`config.mk`:
```
export PLATFORM = sky130hd
export DESIGN_NAME = epoch_to_calendar
export DESIGN_NICKNAME = d
export VERILOG_FILES = /design/src/e2c_pkg.sv /design/src/e2c_split.sv /design/src/e2c_tod.sv /design/src/e2c_date.sv /design/src/epoch_to_calendar.sv
export SDC_FILE = /design/constraint.sdc
export NUM_CORES = 2
export LEC_CHECK = 0
export ABC_AREA = 1
export BUFFER_PORTS_ARGS = -buffer_cell sky130_fd_sc_hd__buf_2
export CORE_MARGIN = 4
export CORE_UTILIZATION = 38
export DETAILED_ROUTE_END_ITERATION = 7
export HOLD_SLACK_MARGIN = 0.03
export PLACE_DENSITY = 0.64
export SKIP_LAST_GASP = 1
export SYNTH_ARGS = -nofsm -noshare
export SYNTH_HDL_FRONTEND = slang
export SYNTH_SLANG_ARGS = --single-unit
```
`constraint.sdc`:
```
create_clock -name clk -period 5.5 [get_ports clk]
set_input_delay 1.1 -clock clk [delete_from_list [all_inputs] [get_ports clk]]
set_output_delay 1.1 -clock clk [all_outputs]
set_load 0.1 [all_outputs]
```
`src/e2c_pkg.sv`:
```
`timescale 1ns / 1ps
// e2c_pkg: shared widths, constants, result structs and the month table
// for the epoch to calendar pipeline. no dependencies.
package e2c_pkg;

  localparam int EPOCH_BITS_DEF = 32;
  localparam int NSTAGE         = 13;

  localparam int YEAR_W    = 12;
  localparam int MONTH_W   = 4;
  localparam int DAY_W     = 5;
  localparam int HOUR_W    = 5;
  localparam int MINUTE_W  = 6;
  localparam int SECOND_W  = 6;
  localparam int WEEKDAY_W = 3;

  // seconds of day split as {sod / 128 remainder mod 675, low 7 bits}
  localparam int SOD_W     = 17;
  localparam int DAY_SHIFT = 7;
  localparam int DAY_HI    = 675;

  localparam int DOE_W = 18;
  localparam int DOY_W = 9;
  localparam int YOE_W = 9;
  localparam int MP_W  = 4;

  // shifted month index of january, and the month code of february
  localparam logic [MP_W-1:0]    MP_JAN    = 4'd10;
  localparam logic [MONTH_W-1:0] MONTH_FEB = 4'd2;

  typedef logic [NSTAGE-1:0] stage_en_t;

  typedef struct packed {
    logic [HOUR_W-1:0]   hour;
    logic [MINUTE_W-1:0] minute;
    logic [SECOND_W-1:0] second;
  } tod_t;

  typedef struct packed {
    logic [YEAR_W-1:0]    year;
    logic [MONTH_W-1:0]   month;
    logic [DAY_W-1:0]     day;
    logic [WEEKDAY_W-1:0] weekday;
  } date_t;

  // first day of each month counted from march 1
  function automatic logic [DOY_W-1:0] month_start(input logic [MP_W-1:0] mp);
    logic [DOY_W-1:0] s;
    case (mp)
      4'd0:    s = 9'd0;
      4'd1:    s = 9'd31;
      4'd2:    s = 9'd61;
      4'd3:    s = 9'd92;
      4'd4:    s = 9'd122;
      4'd5:    s = 9'd153;
      4'd6:    s = 9'd184;
      4'd7:    s = 9'd214;
      4'd8:    s = 9'd245;
      4'd9:    s = 9'd275;
      4'd10:   s = 9'd306;
      4'd11:   s = 9'd337;
      default: s = 9'd0;
    endcase
    return s;
  endfunction

endpackage

```
`src/e2c_split.sv`:
```
`timescale 1ns / 1ps
// e2c_split: stages 0 and 1, epoch seconds into whole days and seconds of day.
// depends on e2c_pkg.
module e2c_split #(
  parameter int EPOCH_BITS = e2c_pkg::EPOCH_BITS_DEF
) (
  input  logic                        clk,
  input  e2c_pkg::stage_en_t          adv,
  input  logic [EPOCH_BITS-1:0]       epoch_seconds,
  output logic [EPOCH_BITS-17:0]      days,
  output logic [e2c_pkg::SOD_W-1:0]   sod
);
  import e2c_pkg::*;

  localparam int XW = EPOCH_BITS - DAY_SHIFT;
  localparam int SD = XW + 10;
  localparam int PW = 2 * XW + 1;
  localparam int DW = EPOCH_BITS - 16;
  localparam logic [XW:0] M_DAY =
    (XW+1)'(((64'd1 << SD) + 64'(DAY_HI - 1)) / 64'(DAY_HI));

  logic [EPOCH_BITS-1:0] t0;
  logic [PW-1:0]         prod0;
  logic [DW-1:0]         days_c;
  logic [XW-1:0]         rem_c;

  assign days_c = prod0[PW-1:SD];
  assign rem_c  = t0[EPOCH_BITS-1:DAY_SHIFT] - XW'(days_c) * XW'(DAY_HI);

  always_ff @(posedge clk) begin
    if (adv[0]) begin
      t0    <= epoch_seconds;
      prod0 <= PW'(epoch_seconds[EPOCH_BITS-1:DAY_SHIFT]) * PW'(M_DAY);
    end
    if (adv[1]) begin
      days <= days_c;
      sod  <= {rem_c[SOD_W-DAY_SHIFT-1:0], t0[DAY_SHIFT-1:0]};
    end
  end

endmodule

```
`src/e2c_tod.sv`:
```
`timescale 1ns / 1ps
// e2c_tod: stages 2 to 12, seconds of day into hour, minute and second,
// then a delay line to line up with the date path. depends on e2c_pkg.
module e2c_tod (
  input  logic                      clk,
  input  e2c_pkg::stage_en_t        adv,
  input  logic [e2c_pkg::SOD_W-1:0] sod,
  output e2c_pkg::tod_t             tod
);
  import e2c_pkg::*;

  localparam int HOUR_SECS = 3600;
  localparam int MIN_SECS  = 60;
  localparam logic [17:0] M_HOUR =
    18'(((64'd1 << 29) + 64'(HOUR_SECS - 1)) / 64'(HOUR_SECS));
  localparam logic [12:0] M_MIN =
    13'(((64'd1 << 18) + 64'(MIN_SECS - 1)) / 64'(MIN_SECS));

  logic [SOD_W-1:0]  sod2;
  logic [34:0]       hp2;
  logic [HOUR_W-1:0] hour3, hour4;
  logic [11:0]       rem3, rem4;
  logic [24:0]       mp4;
  logic [SOD_W-1:0]  rem_c;
  logic [11:0]       sec_c;
  tod_t              tod_line [5:NSTAGE-1];

  assign rem_c = sod2 - SOD_W'(hp2[33:29]) * SOD_W'(HOUR_SECS);
  assign sec_c = rem4 - 12'(mp4[23:18]) * 12'(MIN_SECS);

  always_ff @(posedge clk) begin
    if (adv[2]) begin
      sod2 <= sod;
      hp2  <= 35'(sod) * 35'(M_HOUR);
    end
    if (adv[3]) begin
      hour3 <= hp2[33:29];
      rem3  <= rem_c[11:0];
    end
    if (adv[4]) begin
      hour4 <= hour3;
      rem4  <= rem3;
      mp4   <= 25'(rem3) * 25'(M_MIN);
    end
    if (adv[5]) begin
      tod_line[5] <= '{hour: hour4, minute: mp4[23:18], second: sec_c[SECOND_W-1:0]};
    end
    for (int k = 6; k < NSTAGE; k++) begin
      if (adv[k]) begin
        tod_line[k] <= tod_line[k-1];
      end
    end
  end

  assign tod = tod_line[NSTAGE-1];

endmodule

```
`src/e2c_date.sv`:
```
`timescale 1ns / 1ps
// e2c_date: stages 2 to 12, day count into year, month, day and weekday
// over 400-year gregorian eras. depends on e2c_pkg.
module e2c_date #(
  parameter int EPOCH_BITS = e2c_pkg::EPOCH_BITS_DEF
) (
  input  logic                   clk,
  input  e2c_pkg::stage_en_t     adv,
  input  logic [EPOCH_BITS-17:0] days,
  output e2c_pkg::date_t         date
);
  import e2c_pkg::*;

  localparam int DW  = EPOCH_BITS - 16;
  localparam int ZW  = ((DW > 20) ? DW : 20) + 1;
  localparam int ERW = ZW - 17;
  localparam int WW  = DW + 1;
  localparam int YW  = ERW + 9;
  localparam int SE  = ZW + 18;
  localparam int S7  = WW + 3;

  localparam int MARCH_SHIFT = 719468;
  localparam int EPOCH_WDAY  = 4;
  localparam int WEEK_DAYS   = 7;
  localparam int ERA_DAYS    = 146097;
  localparam int ERA_LAST    = 146096;
  localparam int CENT_DAYS   = 36524;
  localparam int QUAD_DAYS   = 1460;
  localparam int YEAR_DAYS   = 365;
  localparam int CENT_YEARS  = 100;
  localparam int ERA_YEARS   = 400;
  localparam int MONTH_SPAN  = 153;

  localparam logic [ZW:0] M_ERA =
    (ZW+1)'(((64'd1 << SE) + 64'(ERA_DAYS - 1)) / 64'(ERA_DAYS));
  localparam logic [WW:0] M_WEEK =
    (WW+1)'(((64'd1 << S7) + 64'(WEEK_DAYS - 1)) / 64'(WEEK_DAYS));
  localparam logic [18:0] M_QUAD =
    19'(((64'd1 << 29) + 64'(QUAD_DAYS - 1)) / 64'(QUAD_DAYS));
  localparam logic [18:0] M_CENT =
    19'(((64'd1 << 34) + 64'(CENT_DAYS - 1)) / 64'(CENT_DAYS));
  localparam logic [18:0] M_LAST =
    19'(((64'd1 << 36) + 64'(ERA_LAST - 1)) / 64'(ERA_LAST));
  localparam logic [18:0] M_YEAR =
    19'(((64'd1 << 27) + 64'(YEAR_DAYS - 1)) / 64'(YEAR_DAYS));
  localparam logic [9:0] M_CY =
    10'(((64'd1 << 16) + 64'(CENT_YEARS - 1)) / 64'(CENT_YEARS));
  localparam logic [11:0] M_MS =
    12'(((64'd1 << 19) + 64'(MONTH_SPAN - 1)) / 64'(MONTH_SPAN));

  logic [ZW-1:0]      z2, z3;
  logic [WW-1:0]      w2, w3;
  logic [2*ZW:0]      ep3;
  logic [2*WW:0]      wp3;
  logic [ERW-1:0]     era4, era5, era6, era7, era8, era9;
  logic [WEEKDAY_W-1:0] wd4, wd5, wd6, wd7, wd8, wd9, wd10, wd11;
  logic [DOE_W-1:0]   doe4, doe5, doe6, doe7, doe8, doe9;
  logic [36:0]        pq5, pc5, pl5, yp7;
  logic [DOE_W-1:0]   num6, base9;
  logic [YOE_W-1:0]   yoe8, yoe9;
  logic [18:0]        cp9;
  logic [YW-1:0]      yr10, yr11;
  logic [DOY_W-1:0]   doy10, doy11;
  logic [MP_W-1:0]    mp11;

  logic [ERW-1:0]     era_c;
  logic [ZW-1:0]      doe_c;
  logic [WW-1:0]      wd_c;
  logic [DOE_W-1:0]   doy_c;
  logic [10:0]        num_c;
  logic [22:0]        mprod_c;
  logic [MONTH_W-1:0] mo_c;
  logic [DOY_W-1:0]   day_c;
  logic [YW-1:0]      y_c;
  logic [YW+11:0]     yext_c;

  assign era_c   = ep3[2*ZW:SE];
  assign doe_c   = z3 - ZW'(era_c) * ZW'(ERA_DAYS);
  assign wd_c    = w3 - WW'(wp3[2*WW:S7]) * WW'(WEEK_DAYS);
  assign doy_c   = doe9 - (base9 - DOE_W'(cp9[18:16]));
  assign num_c   = 11'(doy10) * 11'(5) + 11'(2);
  assign mprod_c = 23'(num_c) * 23'(M_MS);
  assign mo_c    = (mp11 < MP_JAN) ? mp11 + 4'd3 : mp11 - 4'd9;
  assign day_c   = doy11 - month_start(mp11) + 9'd1;
  assign y_c     = yr11 + YW'(mo_c <= MONTH_FEB);
  assign yext_c  = (YW+12)'(y_c);

  always_ff @(posedge clk) begin
    if (adv[2]) begin
      z2 <= ZW'(days) + ZW'(MARCH_SHIFT);
      w2 <= WW'(days) + WW'(EPOCH_WDAY);
    end
    if (adv[3]) begin
      z3  <= z2;
      w3  <= w2;
      ep3 <= (2*ZW+1)'(z2) * (2*ZW+1)'(M_ERA);
      wp3 <= (2*WW+1)'(w2) * (2*WW+1)'(M_WEEK);
    end
    if (adv[4]) begin
      era4 <= era_c;
      doe4 <= doe_c[DOE_W-1:0];
      wd4  <= wd_c[WEEKDAY_W-1:0];
    end
    if (adv[5]) begin
      era5 <= era4;
      wd5  <= wd4;
      doe5 <= doe4;
      pq5  <= 37'(doe4) * 37'(M_QUAD);
      pc5  <= 37'(doe4) * 37'(M_CENT);
      pl5  <= 37'(doe4) * 37'(M_LAST);
    end
    if (adv[6]) begin
      era6 <= era5;
      wd6  <= wd5;
      doe6 <= doe5;
      num6 <= doe5 - DOE_W'(pq5[36:29]) + DOE_W'(pc5[36:34]) - DOE_W'(pl5[36]);
    end
    if (adv[7]) begin
      era7 <= era6;
      wd7  <= wd6;
      doe7 <= doe6;
      yp7  <= 37'(num6) * 37'(M_YEAR);
    end
    if (adv[8]) begin
      era8 <= era7;
      wd8  <= wd7;
      doe8 <= doe7;
      yoe8 <= yp7[35:27];
    end
    if (adv[9]) begin
      era9  <= era8;
      wd9   <= wd8;
      doe9  <= doe8;
      yoe9  <= yoe8;
      cp9   <= 19'(yoe8) * 19'(M_CY);
      base9 <= DOE_W'(yoe8) * DOE_W'(YEAR_DAYS) + DOE_W'(yoe8[YOE_W-1:2]);
    end
    if (adv[10]) begin
      wd10  <= wd9;
      doy10 <= doy_c[DOY_W-1:0];
      yr10  <= YW'(yoe9) + YW'(era9) * YW'(ERA_YEARS);
    end
    if (adv[11]) begin
      wd11  <= wd10;
      doy11 <= doy10;
      yr11  <= yr10;
      mp11  <= mprod_c[22:19];
    end
    if (adv[12]) begin
      date <= '{year: yext_c[YEAR_W-1:0], month: mo_c, day: day_c[DAY_W-1:0],
                weekday: wd11};
    end
  end

endmodule

```
`src/epoch_to_calendar.sv`:
```
`timescale 1ns / 1ps
// epoch_to_calendar: top level, valid chain and handshake around the split,
// time of day and date pipelines. depends on e2c_pkg, e2c_split, e2c_tod, e2c_date.
//
//   channel  | valid        | stall        | payload
//   ---------+--------------+--------------+--------------------------------------
//   input    | valid        | stall        | epoch_seconds
//   result   | result_valid | result_stall | year month day hour minute second weekday
//
// 13 register stages, one item per cycle sustained while result_stall is low.
// depth is set by the date path: era, year-of-era, day-of-year and month steps,
// each behind its own constant-reciprocal multiplier.
// synchronous reset clears the valid bits only; no items are held across it.
// a stalled result holds stage 12; earlier stages keep moving into empty slots.
module epoch_to_calendar #(
  parameter int EPOCH_BITS = e2c_pkg::EPOCH_BITS_DEF
) (
  input  logic                            clk,
  input  logic                            rst,
  input  logic                            valid,
  output logic                            stall,
  input  logic [EPOCH_BITS-1:0]           epoch_seconds,
  output logic                            result_valid,
  input  logic                            result_stall,
  output logic [e2c_pkg::YEAR_W-1:0]      year,
  output logic [e2c_pkg::MONTH_W-1:0]     month,
  output logic [e2c_pkg::DAY_W-1:0]       day,
  output logic [e2c_pkg::HOUR_W-1:0]      hour,
  output logic [e2c_pkg::MINUTE_W-1:0]    minute,
  output logic [e2c_pkg::SECOND_W-1:0]    second,
  output logic [e2c_pkg::WEEKDAY_W-1:0]   weekday
);
  import e2c_pkg::*;

  logic [NSTAGE-1:0]     vld;
  logic [NSTAGE-1:0]     vld_in;
  logic [NSTAGE:0]       rdy;
  stage_en_t             adv;
  logic [EPOCH_BITS-17:0] days;
  logic [SOD_W-1:0]      sod;
  tod_t                  tod;
  date_t                 date;

  always_comb begin
    rdy[NSTAGE] = !result_stall;
    for (int k = NSTAGE - 1; k >= 0; k--) begin
      rdy[k] = !vld[k] || rdy[k+1];
    end
  end

  assign adv    = rdy[NSTAGE-1:0];
  assign vld_in = {vld[NSTAGE-2:0], valid};
  assign stall  = !rdy[0];

  always_ff @(posedge clk) begin
    if (rst) begin
      vld <= '0;
    end else begin
      for (int k = 0; k < NSTAGE; k++) begin
        if (rdy[k]) begin
          vld[k] <= vld_in[k];
        end
      end
    end
  end

  e2c_split #(.EPOCH_BITS(EPOCH_BITS)) u_split (
    .clk           (clk),
    .adv           (adv),
    .epoch_seconds (epoch_seconds),
    .days          (days),
    .sod           (sod)
  );

  e2c_tod u_tod (
    .clk (clk),
    .adv (adv),
    .sod (sod),
    .tod (tod)
  );

  e2c_date #(.EPOCH_BITS(EPOCH_BITS)) u_date (
    .clk  (clk),
    .adv  (adv),
    .days (days),
    .date (date)
  );

  assign result_valid = vld[NSTAGE-1];
  assign year         = date.year;
  assign month        = date.month;
  assign day          = date.day;
  assign weekday      = date.weekday;
  assign hour         = tod.hour;
  assign minute       = tod.minute;
  assign second       = tod.second;

  a_accept_enters : assert property (@(posedge clk) disable iff (rst)
    valid && !stall |=> vld[0])
    else $error("accepted item did not enter the first stage");

  a_held_stage_keeps : assert property (@(posedge clk) disable iff (rst)
    vld[NSTAGE-2] && !rdy[NSTAGE-2] |=> vld[NSTAGE-2])
    else $error("held item dropped from the stage before the output");

  a_date_range : assert property (@(posedge clk) disable iff (rst)
    result_valid |-> month >= 4'd1 && month <= 4'd12 && day >= 5'd1 && weekday <= 3'd6)
    else $error("date fields out of range");

  a_tod_range : assert property (@(posedge clk) disable iff (rst)
    result_valid |-> hour <= 5'd23 && minute <= 6'd59 && second <= 6'd59)
    else $error("time of day fields out of range");

endmodule
```
==> results summary <==
The run finished, with violations left. The final reports fail on setup timing. By area the synthesized netlist is led by sky130_fd_sc_hd__ha_1 26%, sky130_fd_sc_hd__fa_1 24%, sky130_fd_sc_hd__edfxtp_1 24%, sky130_fd_sc_hd__inv_1 9.3%, sky130_fd_sc_hd__nand2_1 3.8%. Of the post-synthesis cell area, the dominant cell type holds 0.2592. Yosys instantiated no cell more often than sky130_fd_sc_hd__inv_1. Once layout is done, the placed cells without fillers occupy 83490 µm². The setup slack of the critical path after layout came out at -0.5138 ns. The post-synth design cell area is 70370 µm². The detailed-route via count is 47890. During synthesis, Yosys emitted a total of 0 warnings. The number of detailed-route iterations in the first pass came out at 7.

The master of the slowest instance on the critical path is sky130_fd_sc_hd__fa_1. In this run, the number of DRC markers left after iteration 0 of detailed routing was 2084. The clock-pin slew reported for the worst setup and hold paths after clock tree synthesis came out at 0.07 ns. After detailed routing, the number of vias per cell comes to 4.758. For this run, the register share of the synthesized area comes to 0.2449. Setup repair after global routing could not meet its margin everywhere. The number of buffers created by CTS is 67.

The clock net sink count came out at 580. The number of fillers in the final layout is 17070. The maximum number of pins on one net before global-route repair is 55.

The number of hold violations in the final report came out at 0. Hold is met by 0.4044 ns. At the end of the flow, the number of nets in the layout was 9906. The highest attainable clock frequency is 166.3 MHz. The worst setup path is captured at a flip-flop. The path class of the tightest hold or removal check is flip-flop to flip-flop.

The data arrival time of the critical path is 6.58 ns. The number of diodes came out at 0. The number of core rows is 157.

The critical path contains buffers and inverters numbering 8 combined. The netlist uses 54 different library cells. The vertical extent of the die is 438.3 µm.

Across the run, the number of max-cap violations was 0. The worst setup path is of the flip-flop to flip-flop kind. The final setup violation count came out at 22. The mean post-synth cell area came out at 10.29 µm². The overall fraction of global-route tracks in use came out at 0.1770. The total length of routed wires is 168400 µm. The number of nets still failing antenna checks after routing came out at 0. The number of buffer cells added on primary ports is 78. The width of the die came out at 438.3 µm. The post-route clock skew came out at 0.03617 ns. By count the netlist is led by 1741 x sky130_fd_sc_hd__inv_1, 1458 x sky130_fd_sc_hd__ha_1, 857 x sky130_fd_sc_hd__fa_1. The number of nets in the synthesized netlist came out at 9189. The worst-path maximum fanout came out at 3. The starting utilization of the core area is 0.3831.

The wire length of the first global-routing pass came out at 272500 µm. The clock passes through at most 3 buffers. The cell area reported after detailed placement is 78020 µm². The number of DRC violations after detailed routing is 0. The share of the cycle needed by the critical path after routing is 1.093. Counting flops with a built-in enable in the synthesized netlist gives 562. The total die area came out at 192100 µm². The most used cell along the critical path is sky130_fd_sc_hd__ha_4.

The most instantiated flip-flop cell in the synthesis netlist is sky130_fd_sc_hd__edfxtp_1. The transition time at the pin with the least slew margin is 1.133 ns. Measured against its own limit, the worst slew margin works out to 0.2445. The CTS tree is built. Routability-driven placement finished with a final weighted congestion of 0.9253.

The ratio of cells with drive above 1 in the final layout came out at 0.1726. The estimated wirelength of the detail-placed design came out at 145100 µm. The share of synthesized flip-flops with an asynchronous set or reset is 0. STA classifies the critical path startpoint as a flip-flop. After global routing the overflow that remains totals 0.

The synthesized instance count is 6838. The synthesized flop and latch total came out at 580. In this run the clock root is driven by a sky130_fd_sc_hd__clkbuf_16. The family of cells with the greatest summed delay on the critical path is adder cells. The I/O pin count is 79. The data required time of the worst path came out at 6.07 ns. The average routed wire per standard cell is 16.72 µm. The routed design could run at a clock period as short as 6.014 ns. The max-slew violation count is 0. The H-tree depth reported by CTS is 3. The via count of the first global-routing pass is 51650.

Relative to the synthesized area, the layout overhead comes to 18.64%. The area of the core region is 183700 µm². On the worst path, the slowest cell contributes a delay of 0.56 ns.

The initial antenna violation count was 2. The leading area contributor after synthesis is sky130_fd_sc_hd__ha_1. The number of buffers added to fix hold violations after cts came out at 0. The later-pin clock latency in the skew report came out at 0.62 ns.
## placed cells by master, fill, tap and decap left out, types with 35 or more instances in the layout
cell	n
sky130_fd_sc_hd__buf_6	37
sky130_fd_sc_hd__clkbuf_16	67
sky130_fd_sc_hd__xnor2_1	80
sky130_fd_sc_hd__buf_2	69
sky130_fd_sc_hd__nand4_1	49
sky130_fd_sc_hd__nand3_1	128
sky130_fd_sc_hd__o21ai_0	130
sky130_fd_sc_hd__inv_2	57
sky130_fd_sc_hd__a21oi_1	274
sky130_fd_sc_hd__inv_1	1682
sky130_fd_sc_hd__nand2_1	623
sky130_fd_sc_hd__ha_4	103
sky130_fd_sc_hd__nor3_1	35
sky130_fd_sc_hd__buf_4	556
sky130_fd_sc_hd__edfxtp_1	562
sky130_fd_sc_hd__nand2_2	77
sky130_fd_sc_hd__a21oi_2	49
sky130_fd_sc_hd__ha_1	1332
sky130_fd_sc_hd__nor2_2	36
sky130_fd_sc_hd__nor2_1	229
sky130_fd_sc_hd__fa_1	825
sky130_fd_sc_hd__xor2_1	129
## per-layer routing
metal  vias to the layer above  track usage  wire length, µm
met3                       191      0.01582             5300
li1                      23360            -                -
met5                         -            0                0
met2                       741       0.3160            84700
met4                         0      0.03941             3572
met1                     23600       0.2328            74780
## flip-flops by register name, summed over array words and instances, names as in the netlist, 17 cells and up, named ones only
name            flops
u_tod.tod_line    136
u_split.prod0      18
u_date.doe4        18
u_date.w2          17
u_date.date        24
u_date.num6        18
u_split.sod        17
## kinds of logic after synthesis
| logic type | share of synthesized area |
|---|---|
| fa+ha+maj | 0.5030 |
| buf+inv | 0.09500 |
| simple gates | 0.07878 |
| compound gates | 0.05185 |
| flops | 0.2449 |
| xor+xnor | 0.02639 |
## worst register-to-register path: cells and delay by family (launching register included)
kind / cells / cell delay [ns]
buf+inv: 8 / 0.51
fa+ha+maj: 9 / 3.11
compound gates: 4 / 0.73
xor+xnor: 2 / 0.36
flops: 1 / 0.51
simple gates: 8 / 0.76
## path summary, 6_finish.rpt
path                                                 from                       end  slack, ns  cells after the start
worst min-delay path             u_date.yp7[27]$_DFFE_PP_  u_date.yoe8[0]$_DFFE_PP_       0.40                      0
worst max-delay path            u_date.doy10[4]$_DFFE_PP_                 flip-flop      -0.51                     31
worst max register to register  u_date.doy10[4]$_DFFE_PP_                 flip-flop      -0.51                     31
worst min register to register   u_date.yp7[27]$_DFFE_PP_  u_date.yoe8[0]$_DFFE_PP_       0.40                      0
## per-stage QoR
stage	utilization	TNS (ns)	setup slack [ns]	std cells
2_1_floorplan	-	-3.437	-0.2209	6838
3_3_place_gp	0.4248	-17.38	-0.8412	9865
3_5_place_dp	0.4248	-18.32	-0.8732	9865
4_1_cts	0.4441	-1.964	-0.3870	10030
5_1_grt	0.4546	-8.094	-0.7991	10070
6_report	0.4546	-3.097	-0.5138	10070
## cell type report
| class | count | area, µm² | share of cell area |
|---|---|---|---|
| Clock inverter | 38 | 503.0 | 0.006024 |
| Sequential cell | 580 | 17240 | 0.2065 |
| Clock buffer | 78 | 1718 | 0.02058 |
| Inverter | 1745 | 6566 | 0.07865 |
| Tap cell | 2464 | 3083 | 0.03693 |
| Multi-Input combinational cell | 4494 | 49360 | 0.5912 |
| Timing Repair Buffer | 667 | 5024 | 0.06017 |
## what timing repair did
| action | 4_1_cts | 5_1_grt |
|---|---|---|
| gates cloned | 0 | 0 |
| endpoints found under the setup margin | 31 | 45 |
| buffers inserted | 46 | 44 |
| pin swaps | 142 | 213 |
| resized for setup | 198 | 399 |
Power is not shown: default switching activity piles up to over one toggle a cycle in this logic, so the estimate is an artifact.
